===== src/rtl/tiled_32x32_to_raster_plane_core_assert.svh =====
// Assertion macros shared by the detiler modules.
// Each macro samples on clk and is disabled while rst_n is low.
`ifndef TILED_32X32_TO_RASTER_PLANE_CORE_ASSERT_SVH
`define TILED_32X32_TO_RASTER_PLANE_CORE_ASSERT_SVH

// Same-cycle implication.
`define TTR_ASSERT_NOW(label, ante, cons, msg) \
    label: assert property (@(posedge clk) disable iff (!rst_n) (ante) |-> (cons)) \
        else $error(msg);

// Next-cycle implication.
`define TTR_ASSERT_NEXT(label, ante, cons, msg) \
    label: assert property (@(posedge clk) disable iff (!rst_n) (ante) |=> (cons)) \
        else $error(msg);

`endif


===== src/rtl/ttr_pkg.sv =====
// ----------------------------------------------------------------------------
// ttr_pkg: shared definitions of the tiled-to-raster detiler
// Register map codes, frame limits and the position record passed from the
// address unit to the output stage.
// ----------------------------------------------------------------------------
package ttr_pkg;

    // Width of the frame size registers.
    localparam int CFG_W = 13;

    // Largest frame size that is honored; larger register values are clipped.
    localparam logic [CFG_W-1:0] MAX_WIDTH  = 13'd4096;
    localparam logic [CFG_W-1:0] MAX_HEIGHT = 13'd4096;

    // Register indexes on the configuration port.
    localparam logic [1:0] REG_FRAME_WIDTH  = 2'd0;
    localparam logic [1:0] REG_FRAME_HEIGHT = 2'd1;
    localparam logic [1:0] REG_PLANE_MODE   = 2'd2;

    // Reset values of the registers.
    localparam logic [CFG_W-1:0] FRAME_WIDTH_RST  = 13'd1920;
    localparam logic [CFG_W-1:0] FRAME_HEIGHT_RST = 13'd1088;

    // Plane modes.
    localparam logic MODE_LUMA   = 1'b0;
    localparam logic MODE_CHROMA = 1'b1;

    // Number of byte lanes; each lane produces one byte of each output half.
    localparam int LANES = 8;

    // Position of one chunk, handed from the address unit to the output stage.
    typedef struct packed {
        logic [12:0] row;
        logic [13:0] col;
        logic [12:0] width;
        logic        in_frame;
        logic        last;
    } ttr_pos_t;

endpackage


===== src/rtl/ttr_addr.sv =====
// ----------------------------------------------------------------------------
// ttr_addr: tile walk counters and chunk position
// Tracks tile row, column pair, line within the tile and half of the pair,
// and registers the raster row, column and frame test of each chunk.
// ----------------------------------------------------------------------------
`include "tiled_32x32_to_raster_plane_core_assert.svh"

module ttr_addr (
    input  logic                     clk,
    input  logic                     rst_n,
    input  logic                     load,
    input  logic [ttr_pkg::CFG_W-1:0] frame_width,
    input  logic [ttr_pkg::CFG_W-1:0] frame_height,
    input  logic                     plane_mode,
    output ttr_pkg::ttr_pos_t        pos
);
    import ttr_pkg::*;

    logic [7:0]       tile_row_reg, tile_row_next;
    logic [8:0]       column_pair_reg, column_pair_next;
    logic [4:0]       line_reg, line_next;
    logic             second_half_reg, second_half_next;
    logic [CFG_W-1:0] w_clip, h_clip;
    logic [8:0]       pairs_raw, pairs;
    logic [7:0]       rows_raw, rows;
    logic             line_wrap, pair_wrap, row_wrap;
    logic [12:0]      row_pos;
    logic [13:0]      col_pos;
    logic             in_frame, last_next;
    ttr_pos_t         pos_reg;

    // Clip the frame size and derive the tile grid.
    always_comb
    begin
        w_clip    = (frame_width > MAX_WIDTH) ? MAX_WIDTH : frame_width;
        h_clip    = (frame_height > MAX_HEIGHT) ? MAX_HEIGHT : frame_height;
        pairs_raw = (plane_mode == MODE_CHROMA) ? 9'((w_clip + 13'd15) >> 4)
                                                : 9'((w_clip + 13'd31) >> 5);
        pairs     = (pairs_raw == 9'd0) ? 9'd1 : pairs_raw;
        rows_raw  = 8'((h_clip + 13'd31) >> 5);
        rows      = (rows_raw == 8'd0) ? 8'd1 : rows_raw;
    end

    // Raster position of the current chunk start and the frame test.
    always_comb
    begin
        row_pos = {tile_row_reg, line_reg};
        if (plane_mode == MODE_CHROMA)
        begin
            col_pos = {1'b0, column_pair_reg, second_half_reg, 3'b000};
        end
        else
        begin
            col_pos = {column_pair_reg, second_half_reg, 4'b0000};
        end
        in_frame = (row_pos < h_clip) && (col_pos < {1'b0, w_clip});
    end

    // Counter advance: half, then line, then column pair, then tile row.
    always_comb
    begin
        line_wrap        = (line_reg == 5'd31);
        pair_wrap        = (({1'b0, column_pair_reg} + 10'd1) >= {1'b0, pairs});
        row_wrap         = (({1'b0, tile_row_reg} + 9'd1) >= {1'b0, rows});
        last_next        = second_half_reg && line_wrap && pair_wrap && row_wrap;
        second_half_next = second_half_reg;
        line_next        = line_reg;
        column_pair_next = column_pair_reg;
        tile_row_next    = tile_row_reg;
        if (load)
        begin
            second_half_next = ~second_half_reg;
            if (second_half_reg)
            begin
                line_next = line_reg + 5'd1;
                if (line_wrap)
                begin
                    column_pair_next = pair_wrap ? 9'd0 : column_pair_reg + 9'd1;
                    if (pair_wrap)
                    begin
                        tile_row_next = row_wrap ? 8'd0 : tile_row_reg + 8'd1;
                    end
                end
            end
        end
    end

    // Counter registers.
    always_ff @(posedge clk or negedge rst_n)
    begin
        if (!rst_n)
        begin
            tile_row_reg    <= '0;
            column_pair_reg <= '0;
            line_reg        <= '0;
            second_half_reg <= 1'b0;
        end
        else
        begin
            tile_row_reg    <= tile_row_next;
            column_pair_reg <= column_pair_next;
            line_reg        <= line_next;
            second_half_reg <= second_half_next;
        end
    end

    // Position record of the accepted chunk.
    always_ff @(posedge clk)
    begin
        if (load)
        begin
            pos_reg.row      <= row_pos;
            pos_reg.col      <= col_pos;
            pos_reg.width    <= w_clip;
            pos_reg.in_frame <= in_frame;
            pos_reg.last     <= last_next;
        end
    end

    assign pos = pos_reg;

    // The plane ends only on a second-half chunk, and the walk restarts at zero.
    `TTR_ASSERT_NEXT(a_last_restarts, load && last_next, (tile_row_reg == 8'd0) && (column_pair_reg == 9'd0) && (line_reg == 5'd0) && !second_half_reg, "counters did not restart after the last chunk")
    `TTR_ASSERT_NOW(a_last_on_second_half, load && last_next, second_half_reg && line_wrap, "last chunk flagged off the end of a pair")

endmodule


===== src/rtl/ttr_lane.sv =====
// ----------------------------------------------------------------------------
// ttr_lane: one byte lane of the chunk data path
// Picks the output bytes of one lane: in luma mode the bytes at the lane
// position of each chunk half, in chroma mode one Cb and one Cr byte.
// ----------------------------------------------------------------------------
module ttr_lane (
    input  logic       clk,
    input  logic       load,
    input  logic       plane_mode,
    input  logic [7:0] luma_lo,
    input  logic [7:0] luma_hi,
    input  logic [7:0] chroma_cb,
    input  logic [7:0] chroma_cr,
    output logic [7:0] lo_byte,
    output logic [7:0] hi_byte
);
    import ttr_pkg::*;

    logic [7:0] lo_reg, hi_reg;
    logic [7:0] lo_next, hi_next;

    // Byte selection by plane mode.
    always_comb
    begin
        if (plane_mode == MODE_CHROMA)
        begin
            lo_next = chroma_cb;
            hi_next = chroma_cr;
        end
        else
        begin
            lo_next = luma_lo;
            hi_next = luma_hi;
        end
    end

    // Lane data register, loaded with each accepted chunk.
    always_ff @(posedge clk)
    begin
        if (load)
        begin
            lo_reg <= lo_next;
            hi_reg <= hi_next;
        end
    end

    assign lo_byte = lo_reg;
    assign hi_byte = hi_reg;

endmodule


===== src/rtl/tiled_32x32_to_raster_plane_core.sv =====
// ----------------------------------------------------------------------------
// tiled_32x32_to_raster_plane_core: tiled-to-raster plane detiler
// Takes 16-byte chunks of a 32-row tiled plane and gives for each the raster
// offset, the luma bytes or split Cb/Cr bytes, a write enable and a flag on
// the final chunk of the plane.
//
//   Channel   Handshake                   Payload
//   chunk     chunk_valid / chunk_stall   chunk_lo, chunk_hi
//   result    result_valid / result_stall dest_offset, data_lo, data_hi,
//                                         write_enable, last_chunk
//   config    APB write and read          paddr, pwdata, prdata
//
// One chunk is accepted per cycle while chunk_stall is low. A taken chunk
// loads the lane and address stage, then the output register through the
// offset multiply when the stage passes it on; its result transfers when
// result_stall is low. The stage and output registers each hold one transfer,
// so a chunk is still taken while one result waits. Reset clears the tile
// counters and loads the default frame of 1920 by 1088 luma.
// ----------------------------------------------------------------------------
`include "tiled_32x32_to_raster_plane_core_assert.svh"

module tiled_32x32_to_raster_plane_core (
    input  logic        clk,
    input  logic        rst_n,
    input  logic        psel,
    input  logic        penable,
    input  logic        pwrite,
    input  logic [3:0]  paddr,
    input  logic [31:0] pwdata,
    output logic [31:0] prdata,
    output logic        pready,
    input  logic        chunk_valid,
    output logic        chunk_stall,
    input  logic [63:0] chunk_lo,
    input  logic [63:0] chunk_hi,
    output logic        result_valid,
    input  logic        result_stall,
    output logic [23:0] dest_offset,
    output logic [63:0] data_lo,
    output logic [63:0] data_hi,
    output logic        write_enable,
    output logic        last_chunk
);
    import ttr_pkg::*;

    logic [CFG_W-1:0] frame_width_reg, frame_height_reg;
    logic             plane_mode_reg;
    logic             cfg_write;
    logic             chunk_take, out_ready, stage_ready, stage_move;
    logic             stage_valid_reg, stage_valid_next;
    logic             result_valid_reg, result_valid_next;
    logic [127:0]     chunk_all;
    logic [LANES*8-1:0] lane_lo, lane_hi;
    ttr_pos_t         pos;
    logic [25:0]      offset_sum;
    logic [23:0]      dest_offset_reg;
    logic [63:0]      data_lo_reg, data_hi_reg;
    logic             write_enable_reg, last_chunk_reg;

    // Configuration registers.
    assign cfg_write = psel && penable && pwrite;
    assign pready    = 1'b1;

    always_ff @(posedge clk or negedge rst_n)
    begin
        if (!rst_n)
        begin
            frame_width_reg  <= FRAME_WIDTH_RST;
            frame_height_reg <= FRAME_HEIGHT_RST;
            plane_mode_reg   <= MODE_LUMA;
        end
        else if (cfg_write)
        begin
            case (paddr[3:2])
                REG_FRAME_WIDTH:  frame_width_reg  <= pwdata[CFG_W-1:0];
                REG_FRAME_HEIGHT: frame_height_reg <= pwdata[CFG_W-1:0];
                REG_PLANE_MODE:   plane_mode_reg   <= pwdata[0];
                default:          ;
            endcase
        end
    end

    // Register read-back.
    always_comb
    begin
        case (paddr[3:2])
            REG_FRAME_WIDTH:  prdata = {19'd0, frame_width_reg};
            REG_FRAME_HEIGHT: prdata = {19'd0, frame_height_reg};
            REG_PLANE_MODE:   prdata = {31'd0, plane_mode_reg};
            default:          prdata = 32'd0;
        endcase
    end

    // Handshake: each stage fills when it is empty or passes its transfer on.
    always_comb
    begin
        out_ready        = !result_valid_reg || !result_stall;
        stage_ready      = !stage_valid_reg || out_ready;
        chunk_take       = chunk_valid && stage_ready;
        stage_move       = stage_valid_reg && out_ready;
        stage_valid_next = chunk_take ? 1'b1 : (stage_move ? 1'b0 : stage_valid_reg);
        result_valid_next = stage_move ? 1'b1 : (out_ready ? 1'b0 : result_valid_reg);
    end

    assign chunk_stall = !stage_ready;

    always_ff @(posedge clk or negedge rst_n)
    begin
        if (!rst_n)
        begin
            stage_valid_reg  <= 1'b0;
            result_valid_reg <= 1'b0;
        end
        else
        begin
            stage_valid_reg  <= stage_valid_next;
            result_valid_reg <= result_valid_next;
        end
    end

    // Address unit: tile walk and chunk position.
    ttr_addr u_addr (
        .clk          (clk),
        .rst_n        (rst_n),
        .load         (chunk_take),
        .frame_width  (frame_width_reg),
        .frame_height (frame_height_reg),
        .plane_mode   (plane_mode_reg),
        .pos          (pos)
    );

    // Byte lanes; lane k serves output byte k of both halves.
    assign chunk_all = {chunk_hi, chunk_lo};

    for (genvar k = 0; k < LANES; k++)
    begin : g_lane
        ttr_lane u_lane (
            .clk        (clk),
            .load       (chunk_take),
            .plane_mode (plane_mode_reg),
            .luma_lo    (chunk_lo[8*k +: 8]),
            .luma_hi    (chunk_hi[8*k +: 8]),
            .chroma_cb  (chunk_all[16*k +: 8]),
            .chroma_cr  (chunk_all[16*k+8 +: 8]),
            .lo_byte    (lane_lo[8*k +: 8]),
            .hi_byte    (lane_hi[8*k +: 8])
        );
    end

    // Raster offset: row times stride plus column.
    assign offset_sum = ({13'd0, pos.row} * {13'd0, pos.width}) + {12'd0, pos.col};

    // Output register merges the lanes with the offset.
    always_ff @(posedge clk)
    begin
        if (stage_move)
        begin
            dest_offset_reg  <= pos.in_frame ? offset_sum[23:0] : 24'd0;
            data_lo_reg      <= lane_lo;
            data_hi_reg      <= lane_hi;
            write_enable_reg <= pos.in_frame;
            last_chunk_reg   <= pos.last;
        end
    end

    assign result_valid = result_valid_reg;
    assign dest_offset  = dest_offset_reg;
    assign data_lo      = data_lo_reg;
    assign data_hi      = data_hi_reg;
    assign write_enable = write_enable_reg;
    assign last_chunk   = last_chunk_reg;

    // A skipped chunk carries a zero offset.
    `TTR_ASSERT_NOW(a_skip_zero_offset, result_valid_reg && !write_enable_reg, dest_offset_reg == 24'd0, "skipped chunk with nonzero offset")
    // With both stages full and the output held, no chunk is taken.
    `TTR_ASSERT_NOW(a_full_stalls, stage_valid_reg && result_valid_reg && result_stall, chunk_stall, "chunk taken with the pipeline full")
    // An accepted chunk always lands in the stage register.
    `TTR_ASSERT_NEXT(a_take_fills, chunk_valid && !chunk_stall, stage_valid_reg, "accepted chunk lost")
    // A held result is not replaced.
    `TTR_ASSERT_NEXT(a_hold_result, result_valid_reg && result_stall, result_valid_reg && $stable(dest_offset_reg) && $stable(last_chunk_reg), "held result changed")

endmodule

===== config.mk =====
export PLATFORM = sky130hd
export DESIGN_NAME = tiled_32x32_to_raster_plane_core
export DESIGN_NICKNAME = d
export VERILOG_FILES = /design/src/rtl/ttr_pkg.sv /design/src/rtl/ttr_addr.sv /design/src/rtl/ttr_lane.sv /design/src/rtl/tiled_32x32_to_raster_plane_core.sv
export VERILOG_INCLUDE_DIRS = /design/src /design/src/rtl
export SDC_FILE = /design/constraint.sdc
export NUM_CORES = 1
export LEC_CHECK = 0
export ABC_AREA = 1
export BUFFER_PORTS_ARGS = -buffer_cell sky130_fd_sc_hd__clkbuf_2
export CAP_MARGIN = 20
export CORE_UTILIZATION = 55
export DETAILED_ROUTE_END_ITERATION = 8
export GPL_ROUTABILITY_DRIVEN = 0
export PLACE_DENSITY_LB_ADDON = 0.2
export SYNTH_ARGS = -nofsm -noshare
export SYNTH_HDL_FRONTEND = slang
export SYNTH_HIERARCHICAL = 1
export SYNTH_SLANG_ARGS = --single-unit

===== constraint.sdc =====
create_clock -name clk -period 11.8 [get_ports clk]
set_input_delay 1.18 -clock clk [delete_from_list [all_inputs] [get_ports clk]]
set_output_delay 1.18 -clock clk [all_outputs]
set_load 0.01 [all_outputs]

### After elaboration in Yosys (flattened, before gate mapping)

Index checks and enable logic that the tools add are counted.

* memories kept: 0
* memory bits (read-only): 0
* bits in latches: 0
* word-level logic and storage cells: 107
* bits in writable memories: 0
* register bits: 376

* bitwise logic cells: 1
* div/mod/pow operators: 0
* equal/unequal tests: 3
* multipliers: 1
* order comparisons: 6
* add/sub/neg operators: 9
* shifts and indexed selects: 0
* reduce and logical (&&, ||, !) cells: 25
* multiplexer cells: 27

Operator list (count)
* two-way mux 8 bit: 16
* one-hot mux 13 bit (3 select lines): 1
* two-way mux 9 bit: 3
* adder 13 x 5 -> 13 bit (second input constant): 2
* greater-than comparator 13 bit (second input constant): 2
* two-way mux 13 bit: 2
* adder 24 x 14 -> 24 bit: 1
* multiplier 13 x 13 -> 24 bit: 1
* less-than comparator 14 x 13 -> 1 bit: 1
* two-way mux 14 bit: 1
* adder 13 x 4 -> 13 bit (second input constant): 1
* less-than comparator 13 bit: 1
* adder 9 x 1 -> 10 bit (second input constant): 1
* greater-or-equal comparator 10 x 9 -> 1 bit: 1
* adder 8 x 1 -> 9 bit (second input constant): 1
* adder 9 x 1 -> 9 bit (second input constant): 1
* greater-or-equal comparator 9 x 8 -> 1 bit: 1
* zero test 9 bit: 1
* adder 8 x 1 -> 8 bit (second input constant): 1
* logical AND 1 bit: 8
* zero test 8 bit: 1
* AND reduction 2 bit: 4
* adder 5 x 1 -> 5 bit (second input constant): 1
* equality test 5 bit (second input constant): 1
* other kinds (10): 18

### Logic depth before layout (Yosys ltp)

Gate-level depths: netlist of run 1.

* word-level depth: 9
* depth in mapped cells: 27
* depth with buffers taken out: 26

### Modules after synthesis

The synthesis of run 1 kept the hierarchy.

Modules (own cells, without submodules)
* tiled_32x32_to_raster_plane_core: sequential area each 5357.6 µm², cells an instance 1326, times used 1, area each 12809.8 µm²
* ttr_lane: sequential area each 480.5 µm², cells an instance 68, times used 8, area each 724.4 µm²
* ttr_addr: sequential area each 1746.7 µm², cells an instance 518, times used 1, area each 4262.8 µm²

### Least setup slack after synthesis of run 1

Ideal clock, no wire load.

* path kind: in2reg
* start point: in result_stall
* end point: reg data_hi_reg[0] (netlist: data_hi[0]), enable pin
* library setup time: 0.718 ns
* required time: 11.082 ns
* data arrival time: 8.417 ns
* setup slack: 2.664 ns
* cell stages on the path: 1
* buffers on the path: 0
* cells stage by stage: a21oi_1

* longest elaborated chain between the ends: 3

RTL lines
* from (decl): RTL line tiled_32x32_to_raster_plane_core.sv:37 `input logic result_stall,`
* zero test 1 bit: RTL line tiled_32x32_to_raster_plane_core.sv:97 `out_ready = !result_valid_reg || !result_stall;`
* logical OR 1 bit: RTL line tiled_32x32_to_raster_plane_core.sv:97
* logical AND 1 bit: RTL line tiled_32x32_to_raster_plane_core.sv:100 `stage_move = stage_valid_reg && out_ready;`
* to (signal assigned): RTL line tiled_32x32_to_raster_plane_core.sv:160 `data_hi_reg <= lane_hi;`
* to (decl): RTL line tiled_32x32_to_raster_plane_core.sv:57 `logic [63:0] data_lo_reg, data_hi_reg;`

Every way passes these cells.
A chain may end at the register's enable or synchronous reset.

### Worst setup path after layout of run 1

* start point: reg u_addr.pos_reg, in the netlist u_addr/pos[32]
* end point: reg dest_offset_reg[21] (netlist: dest_offset[21]), data pin

* longest elaborated chain between the ends: 2

RTL lines
* from (decl): RTL line ttr_addr.sv:30 `ttr_pos_t pos_reg;`
* multiplier 13 x 13 -> 24 bit: RTL line tiled_32x32_to_raster_plane_core.sv:151 `assign offset_sum = ({13'd0, pos.row} * {13'd0, pos.width}) + {12'd0, pos.col};`
* adder 24 x 14 -> 24 bit: RTL line tiled_32x32_to_raster_plane_core.sv:151
* to (signal assigned): RTL line tiled_32x32_to_raster_plane_core.sv:158 `dest_offset_reg <= pos.in_frame ? offset_sum[23:0] : 24'd0;`
* to (decl): RTL line tiled_32x32_to_raster_plane_core.sv:56 `logic [23:0] dest_offset_reg;`

Every way passes these cells.

==> summary.txt, run 1 <==
STA
  – Final Setup Violations: 0
  – Hold Fails Final Rpt: 0
  – Fmax: 173.8 MHz
  – Max Slew Vio Count: 0
  – RSZ-0062 raised after global routing: no
  – Hold slack: 0.4003 ns
  – Worst-Margin Slew: 1.091 ns
  – Headroom to the max-slew limit: 0.2726
  – Fin crit share: 0.4875
  – Clk_skew: 0.02489 ns
  – Total Neg Setup Slack: 0 ns
  – Crit path time final: 5.752 ns

Yosys
  – Post-synth EDFFs: 321
  – Sequential share of the synthesized area: 0.4787
  – Synth Cell Area: 0.02287 mm^2
  – Main flop type after synthesis: edfxtp_1
  – Yosys cell types: 47
  – Synth async-reset ratio: 0.1394
  – Mean Syn Cell Area: 9.576 um^2
  – Yosys warning count: 6
  – Register bit total from synthesis: 373
  – Cells after synthesis: 2388

Final layout
  – Share of cells above drive strength 1: 0.1744
  – Area of the multi-input gates: 0.009664 mm^2
  – Most frequent cells in the layout: 824 x nand2_1, 421 x inv_1, 321 x edfxtp_1
  – Area growth syn-to-layout: 13.18%
  – Final nets: 3109
  – Leading cell type in the layout, fill and taps excluded: nand2_1
  – # fillers: 3393
  – Reg area: 0.01095 mm^2

Pwr
  – Pleak: 13.17 nW
  – Switch share: 0.4765
  – Total power: 7.876 mW
  – Clk pwr share: 0.155
  – Internal power: 4.123 mW
  – PD cells: 304.3 mW/mm^2
  – Sequential share of power: 0.246
  – VDD IR max: 0.3620 mV
  – NetSw: 3.753 mW
  – Logic pwr share: 0.599

Clock network
  – Worst skew pair latency: 0.56 ns
  – Clock-pin slew on the worst setup and hold paths: 0.06 ns
  – Sink Count: 373
  – H-tree Lvls: 2
  – Setup repair bufs after CTS: 0
  – Post-CTS Hold Buffers: 0
  – Clk buf depth: 3
  – CTS Buf Count: 40
  – CTS resizes: 0
  – CTS root buf: clkbuf_16
  – CTS tree: done

Setup path
  – Levels on crit path: 21
  – Crit path from: u_addr/pos[32]$_DFFE_PP_
  – Arrival time worst endpoint: 6.07 ns
  – Slowest cell on crit path: edfxtp_1
  – Crit path largest cell delay: 0.66 ns
  – Required time of the critical path: 12.12 ns
  – Critical path capture point type: flop
  – Crit Path Class: reg -> reg
  – CP bufs+invs: 6
  – Reg-to-Reg End: dest_offset[21]$_SDFFCE_PN0P_
  – Worst R2R Start: u_addr/pos[32]$_DFFE_PP_
  – Crit path max fanout: 13
  – CP endpoint: dest_offset[21]$_SDFFCE_PN0P_
  – Cell count of the worst reg-to-reg path: 21
  – Worst-path cell chain: nand2_1 > inv_1 > fa_1 > inv_1 > fa_1 > inv_1 > fa_1 > fa_1 > fa_1 > inv_1 > fa_1 > inv_1 > ha_1 > nand2_1 > inv_1 > a21oi_1 > nand2_1 > nand2_1 > nand3_1 > nor2_1 > nor2_1
  – CP Launch Type: flop
  – Crit-path leading delay family: adder cells
  – Worst R2R Setup Slack: 6.05 ns

Routing
  – DR vias: 16610
  – Initial DRC Count: 1026
  – Vias per inst: 5.105
  – Post-DR wirelength/cell: 16.07 um
  – Final wirelength: 52.28 mm
  – Drt pass-1 iters: 5
  – Residual DRC: 0
  – DRT antenna net count: 0

Floorplanning
  – Site row count: 74
  – Die area: 0.04240 mm^2
  – Initial Utilization: 0.5588
  – Die height: 205.9 um
  – I/O pin total: 360
  – CORE AREA: 0.04092 mm^2
  – Die width: 205.9 um

Placed design
  – Number of port buffers: 318
  – DP HPWL: 39.12 mm

Hold path
  – Worst hold path type: reg -> reg

Status
  – Outcome: finished, final reports clean

Flow run
  – # Max-Cap Violations: 0

Global route
  – GRT overflow: 0
  – Vias in the first global route: 16190
  – Initial antenna violation count: 1
  – First-pass GRT wire length: 81.97 mm
  – GRT Resource Usage Total: 0.2476
  – Largest net degree at the start of global routing: 88
layer usage:
| metal | wire (um) | part of all wire | vias to the layer above | GRT usage |
|---|---|---|---|---|
| li1 | - | - | 8034 | - |
| met3 | 3731 | 0.071 | 96 | 0.04478 |
| met5 | 13 | 0.00025 | - | 0 |
| met2 | 25800 | 0.49 | 596 | 0.4158 |
| met4 | 1325 | 0.025 | 2 | 0.08088 |
| met1 | 21410 | 0.41 | 7885 | 0.3252 |
worst min-delay path by stage:
stage                                                from               endpoint  cells after the start
floorplan           g_lane[0].u_lane/hi_byte[0]$_DFFE_PP_   data_hi[0]$_DFFE_PP_                      0
global placement    g_lane[0].u_lane/hi_byte[7]$_DFFE_PP_   data_hi[7]$_DFFE_PP_                      0
detailed placement  g_lane[2].u_lane/hi_byte[2]$_DFFE_PP_  data_hi[18]$_DFFE_PP_                      0
CTS                 g_lane[6].u_lane/lo_byte[2]$_DFFE_PP_  data_lo[50]$_DFFE_PP_                      0
global route        g_lane[1].u_lane/hi_byte[2]$_DFFE_PP_  data_hi[10]$_DFFE_PP_                      0
finish              g_lane[6].u_lane/lo_byte[2]$_DFFE_PP_  data_lo[50]$_DFFE_PP_                      0
power groups by stage:
stage | combinational, mW | sequential [mW] | clock, mW
global placement | 4.57 | 1.95 | 0
floorplan | 3.65 | 1.94 | 0
finish | 4.72 | 1.94 | 1.22
detailed placement | 4.67 | 1.96 | 0
global route | 5.47 | 1.96 | 1.29
CTS | 4.70 | 1.94 | 1.25
synthesized netlist by cell type, types with 2 or more instances:
cell type  number  area (um^2)
xor2_1         18        157.7
edfxtp_1      321         9639
buf_6          17        191.4
nor3_2          2        20.02
nand2_1       824         3093
nand3b_1        7        52.55
and3_1          2        12.51
nor3b_1         2        15.01
fa_1          130         2603
nor2_1         86        322.8
nand3_2         3        30.03
a211oi_1        2        15.01
dfstp_2         6        157.7
nor2_2          7        43.79
a21oi_1        43        215.2
a22o_1         12        105.1
inv_6           8        70.07
and2_1          2        12.51
buf_4          24        180.2
o211ai_1        2        15.01
nor3_1         11        55.05
o21bai_2        2        22.52
inv_2           2        7.510
nand2_2        48        300.3
o21ai_0        66        330.3
xnor2_1         4        35.03
o21a_1          4        30.03
inv_1         422         1584
conb_1          3        11.26
dfrtp_1        46         1151
nand3_1        67        335.3
clkbuf_1       36        135.1
nand4_1        11        68.82
buf_2           2        10.01
nor2_4          5        56.30
buf_12          8        160.2
ha_1          121         1514
nor4_1          2        12.51
mux2_2          2        22.52
metrics by stage:
stage	cell area, um^2	setup slack [ns]	std cells	util
after detailed placement	24580	6.101	3176	0.6007
after global placement	24580	6.162	3176	0.6007
final	25880	6.048	3254	0.6324
after global routing	25870	5.722	3250	0.6322
after floorplan	22940	2.664	2408	-
after CTS	25860	6.096	3249	0.6320
area by class of cell:
type                            count  share of cell area
Sequential cell                   373              0.4232
Multi-Input combinational cell   1515              0.3734
Inverter                          432             0.06439
Timing Repair Buffer              325             0.06352
Clock buffer                       52             0.04162
Tap cell                          532             0.02572
Clock inverter                     21            0.007783
Antenna cell                        4           0.0003868
cell families after synthesis:
| group | after synthesis | synth area share |
|---|---|---|
| muxes | 2 | 0.0009848 |
| xor gates and xnor gates | 22 | 0.008426 |
| other | 3 | 0.0004924 |
| buffers and inverters | 520 | 0.1024 |
| DFF | 373 | 0.4787 |
| AOI/OAI and AO/OA | 138 | 0.03518 |
| and+or+nand+nor | 1079 | 0.1937 |
| adders and majority gates | 251 | 0.1800 |
Power figures use the tool's default switching activity.
==> run 2, diff against run 1 <==
ABC_AREA = 0   (was 1)
CORE_UTILIZATION = 52   (was 55)
clock period = 4.8 ns   (was 11.8 ns; I/O delays follow)
==> summary.txt, run 2 <==
Flow run
  – # Max-Cap Violations: 0 (unchanged)

Routing
  – DR vias: 14310 (-14%)
  – Final wirelength: 49.56 mm (-5.2%)
  – Vias per inst: 5.161 (+1.1%)
  – DRT antenna net count: 0 (unchanged)
  – Initial DRC Count: 693 (-32%)
  – DR top layer: met4
  – Post-DR wirelength/cell: 17.87 um (+11%)
  – Routed met1 length: 20.72 mm (-3.2%)
  – Drt pass-1 iters: 7 (+2)
  – Met3 WL post-DR: 2.294 mm (-39%)
  – Routed wl met2: 25.21 mm (-2.3%)
  – Residual DRC: 0 (unchanged)

Global route
  – First-pass GRT wire length: 79.09 mm (-3.5%)
  – GRT Resource Usage Total: 0.2286 (-0.01895)
  – Initial antenna violation count: 1 (unchanged)
  – Largest net degree at the start of global routing: 129 (+47%)
  – Vias in the first global route: 14800 (-8.6%)
  – GRT overflow: 0 (unchanged)

STA
  – Fin crit share: 1.156 (+0.6683)
  – Hold Fails Final Rpt: 0 (unchanged)
  – Hold slack: 0.03537 ns (-0.3649 ns)
  – Final Setup Violations: 18 (+18)
  – Worst-Margin Slew: 0.9525 ns (-0.1387 ns)
  – Clk_skew: 0.02730 ns (+0.002413 ns)
  – Worst setup margin: -0.7479 ns (-6.796 ns)
  – Fmax: 180.3 MHz (+3.7%)
  – Crit path time final: 5.548 ns (-0.2043 ns)
  – Headroom to the max-slew limit: 0.3650 (+0.09245)
  – Max Slew Vio Count: 0 (unchanged)
  – RSZ-0062 raised after global routing: yes

Clock network
  – Post-CTS Hold Buffers: 0 (unchanged)
  – H-tree Lvls: 2 (unchanged)
  – Worst skew pair latency: 0.56 ns (about the same)
  – CTS tree: done
  – Sink Count: 373 (unchanged)
  – Clk buf depth: 3 (unchanged)
  – Clock-pin slew on the worst setup and hold paths: 0.06 ns (about the same)
  – CTS Buf Count: 40 (unchanged)
  – CTS root buf: clkbuf_16

Status
  – Failing checks: negative setup slack
  – Outcome: finished, violations left

Final layout
  – Final nets: 2589 (-17%)
  – Leading cell type in the layout, fill and taps excluded: edfxtp_1
  – Area growth syn-to-layout: 21.27%
  – Reg area: 0.01095 mm^2 (unchanged)
  – # fillers: 3265 (-3.8%)
  – Fin util: 0.6456 (+0.01323)
  – Area of the multi-input gates: 0.01083 mm^2 (+12%)
  – Final cell count without fillers: 2773 (-15%)
  – Most frequent cells in the layout: 321 x edfxtp_1, 318 x clkbuf_2, 179 x inv_1
  – Share of cells above drive strength 1: 0.3699 (+0.1955)
  – Design Area, Final: 0.02733 mm^2 (+5.6%)

Pwr
  – PD cells: 877.3 mW/mm^2 (+190%)
  – Pleak: 12.11 nW (-8.1%)
  – Total power: 23.97 mW (+200%)
  – VDD IR max: 1.186 mV (+230%)

Yosys
  – Main flop type after synthesis: edfxtp_1
  – Sequential share of the synthesized area: 0.4859 (+0.007151)
  – Most frequent cell after synthesis: edfxtp_1
  – Synth area leader: edfxtp_1
  – Synth async-reset ratio: 0.1394 (unchanged)
  – Post-synth top cells: 321 x edfxtp_1, 195 x inv_1, 157 x nand2_1
  – Share of the synthesized area in the top cell type: 0.4278 (+0.006296)
  – Post-synth EDFFs: 321 (unchanged)
  – Cells after synthesis: 1737 (-27%)
  – Yosys warning count: 6 (unchanged)
  – Register bit total from synthesis: 373 (unchanged)
  – Synth area leaders: edfxtp_1 43%, fa_1 12%, ha_1 6.7%
  – Synth Cell Area: 0.02253 mm^2 (-1.5%)
  – Mean Syn Cell Area: 12.97 um^2 (+35%)
  – Yosys cell types: 79 (+68%)

Floorplanning
  – Site row count: 75 (+1.4%)
  – Die width: 210.2 um (+2.1%)
  – CORE AREA: 0.04232 mm^2 (+3.4%)
  – Initial Utilization: 0.5324 (-0.02641)
  – I/O pin total: 360 (unchanged)
  – Die height: 210.2 um (+2.1%)
  – Die area: 0.04417 mm^2 (+4.2%)

Setup path
  – Crit path max fanout: 7 (-6)
  – Critical path capture point type: flop
  – Crit path largest cell delay: 0.55 ns (-0.11 ns)
  – CP Launch Type: flop
  – Arrival time worst endpoint: 5.93 ns (-0.14 ns)
  – Crit-path leading delay family: adder cells
  – Required time of the critical path: 5.18 ns (-6.94 ns)
  – Crit Path Class: reg -> reg
  – CP bufs+invs: 6 (unchanged)
  – Most frequent CP cell: fa_1
  – Slowest cell on crit path: fa_1
  – Worst-path cell chain: buf_6 > and2_4 > fa_1 > inv_1 > fa_1 > inv_1 > fa_1 > ha_4 > fa_1 > inv_1 > fa_1 > inv_2 > ha_4 > a21o_1 > a21oi_4 > buf_4 > nor4b_4 > or3_4 > o31a_1 > nor3_1

Placed design
  – Number of port buffers: 318 (unchanged)
  – DP HPWL: 37.72 mm (-3.6%)
  – Placed insts: 2677 (-16%)
  – Placed Area: 0.02548 mm^2 (+3.6%)

Hold path
  – Worst hold path type: in -> async
## run 2: cell types whose count changed after synthesis, moves of 20 or more
cell	previous run	this run
o21ai_0	66	18
nor2_1	86	48
nand3_1	67	27
inv_1	422	195
and2_1	2	93
mux2_2	2	86
a21o_1	0	20
nand2_1	824	157
nand2_2	48	0
mux2_4	0	80
## run 2: layer usage
metal	vias to the layer above	track usage
li1	6839	-
met2	402	0.4001
met3	81	0.03591
met1	6990	0.2903
met5	-	0
met4	0	0.07425
## run 2: path summary, 6_finish.rpt
path | start | to | slack (ns) | cells past startpoint
setup / recovery | u_addr/pos[3]$_DFFE_PP_ | dest_offset[18]$_SDFFCE_PN0P_ | -0.75 | 20
hold / removal | rst_n | frame_width_reg[6]$_DFFE_PN0P_ | 0.04 | 2
setup reg to reg | u_addr/pos[3]$_DFFE_PP_ | dest_offset[18]$_SDFFCE_PN0P_ | -0.75 | 20
hold reg to reg | g_lane[7].u_lane/hi_byte[3]$_DFFE_PP_ | data_hi[59]$_DFFE_PP_ | 0.40 | 0
max in group asynchronous | rst_n | plane_mode_reg$_DFFE_PN0P_ | 4.24 | 2
min in group clk | chunk_valid | stage_valid_reg$_DFFE_PN0P_ | 0.14 | 2
## run 2: power by group
group / internal [mW] / total (mW) / switching, mW
clock: 1.70 / 2.95 / 1.25
combinational: 8.38 / 16.4 / 8.03
sequential: 4.29 / 4.62 / 0.323
total: 14.4 / 24.0 / 9.61
## run 2: layout make-up
cell class	instances	area share
inverter	198	0.02738
clock inverter	19	0.006456
multi-input combinational	1090	0.3963
antenna	1	0.00009158
sequential	373	0.4008
tap	577	0.02642
clock buffer	51	0.03929
timing repair buffer	464	0.1033
## run 2: cells by family after synthesis
family                   synth area share
buffers and inverters             0.06242
AND/OR/NAND/NOR                   0.09696
flip-flops                         0.4859
XOR/XNOR                          0.01538
AO/OA/AOI/OAI                     0.05142
other                           0.0004997
adder cells (fa/ha/maj)            0.1827
multiplexers                       0.1047
## run 2: repair_timing
| item | in CTS | in global routing |
|---|---|---|
| setup buffers | 12 | 13 |
| setup endpoints to repair | 18 | 18 |
| pin swaps | 38 | 50 |
| gates resized for setup | 41 | 47 |
## run 2: metrics by stage
step           setup WS (ns)  TNS (ns)
6_report             -0.7479    -9.419
5_1_grt              -0.9052    -12.31
4_1_cts              -0.7087    -9.587
3_5_place_dp         -0.7768    -10.22
3_3_place_gp         -0.6867    -8.948
2_1_floorplan        -0.6164    -5.436
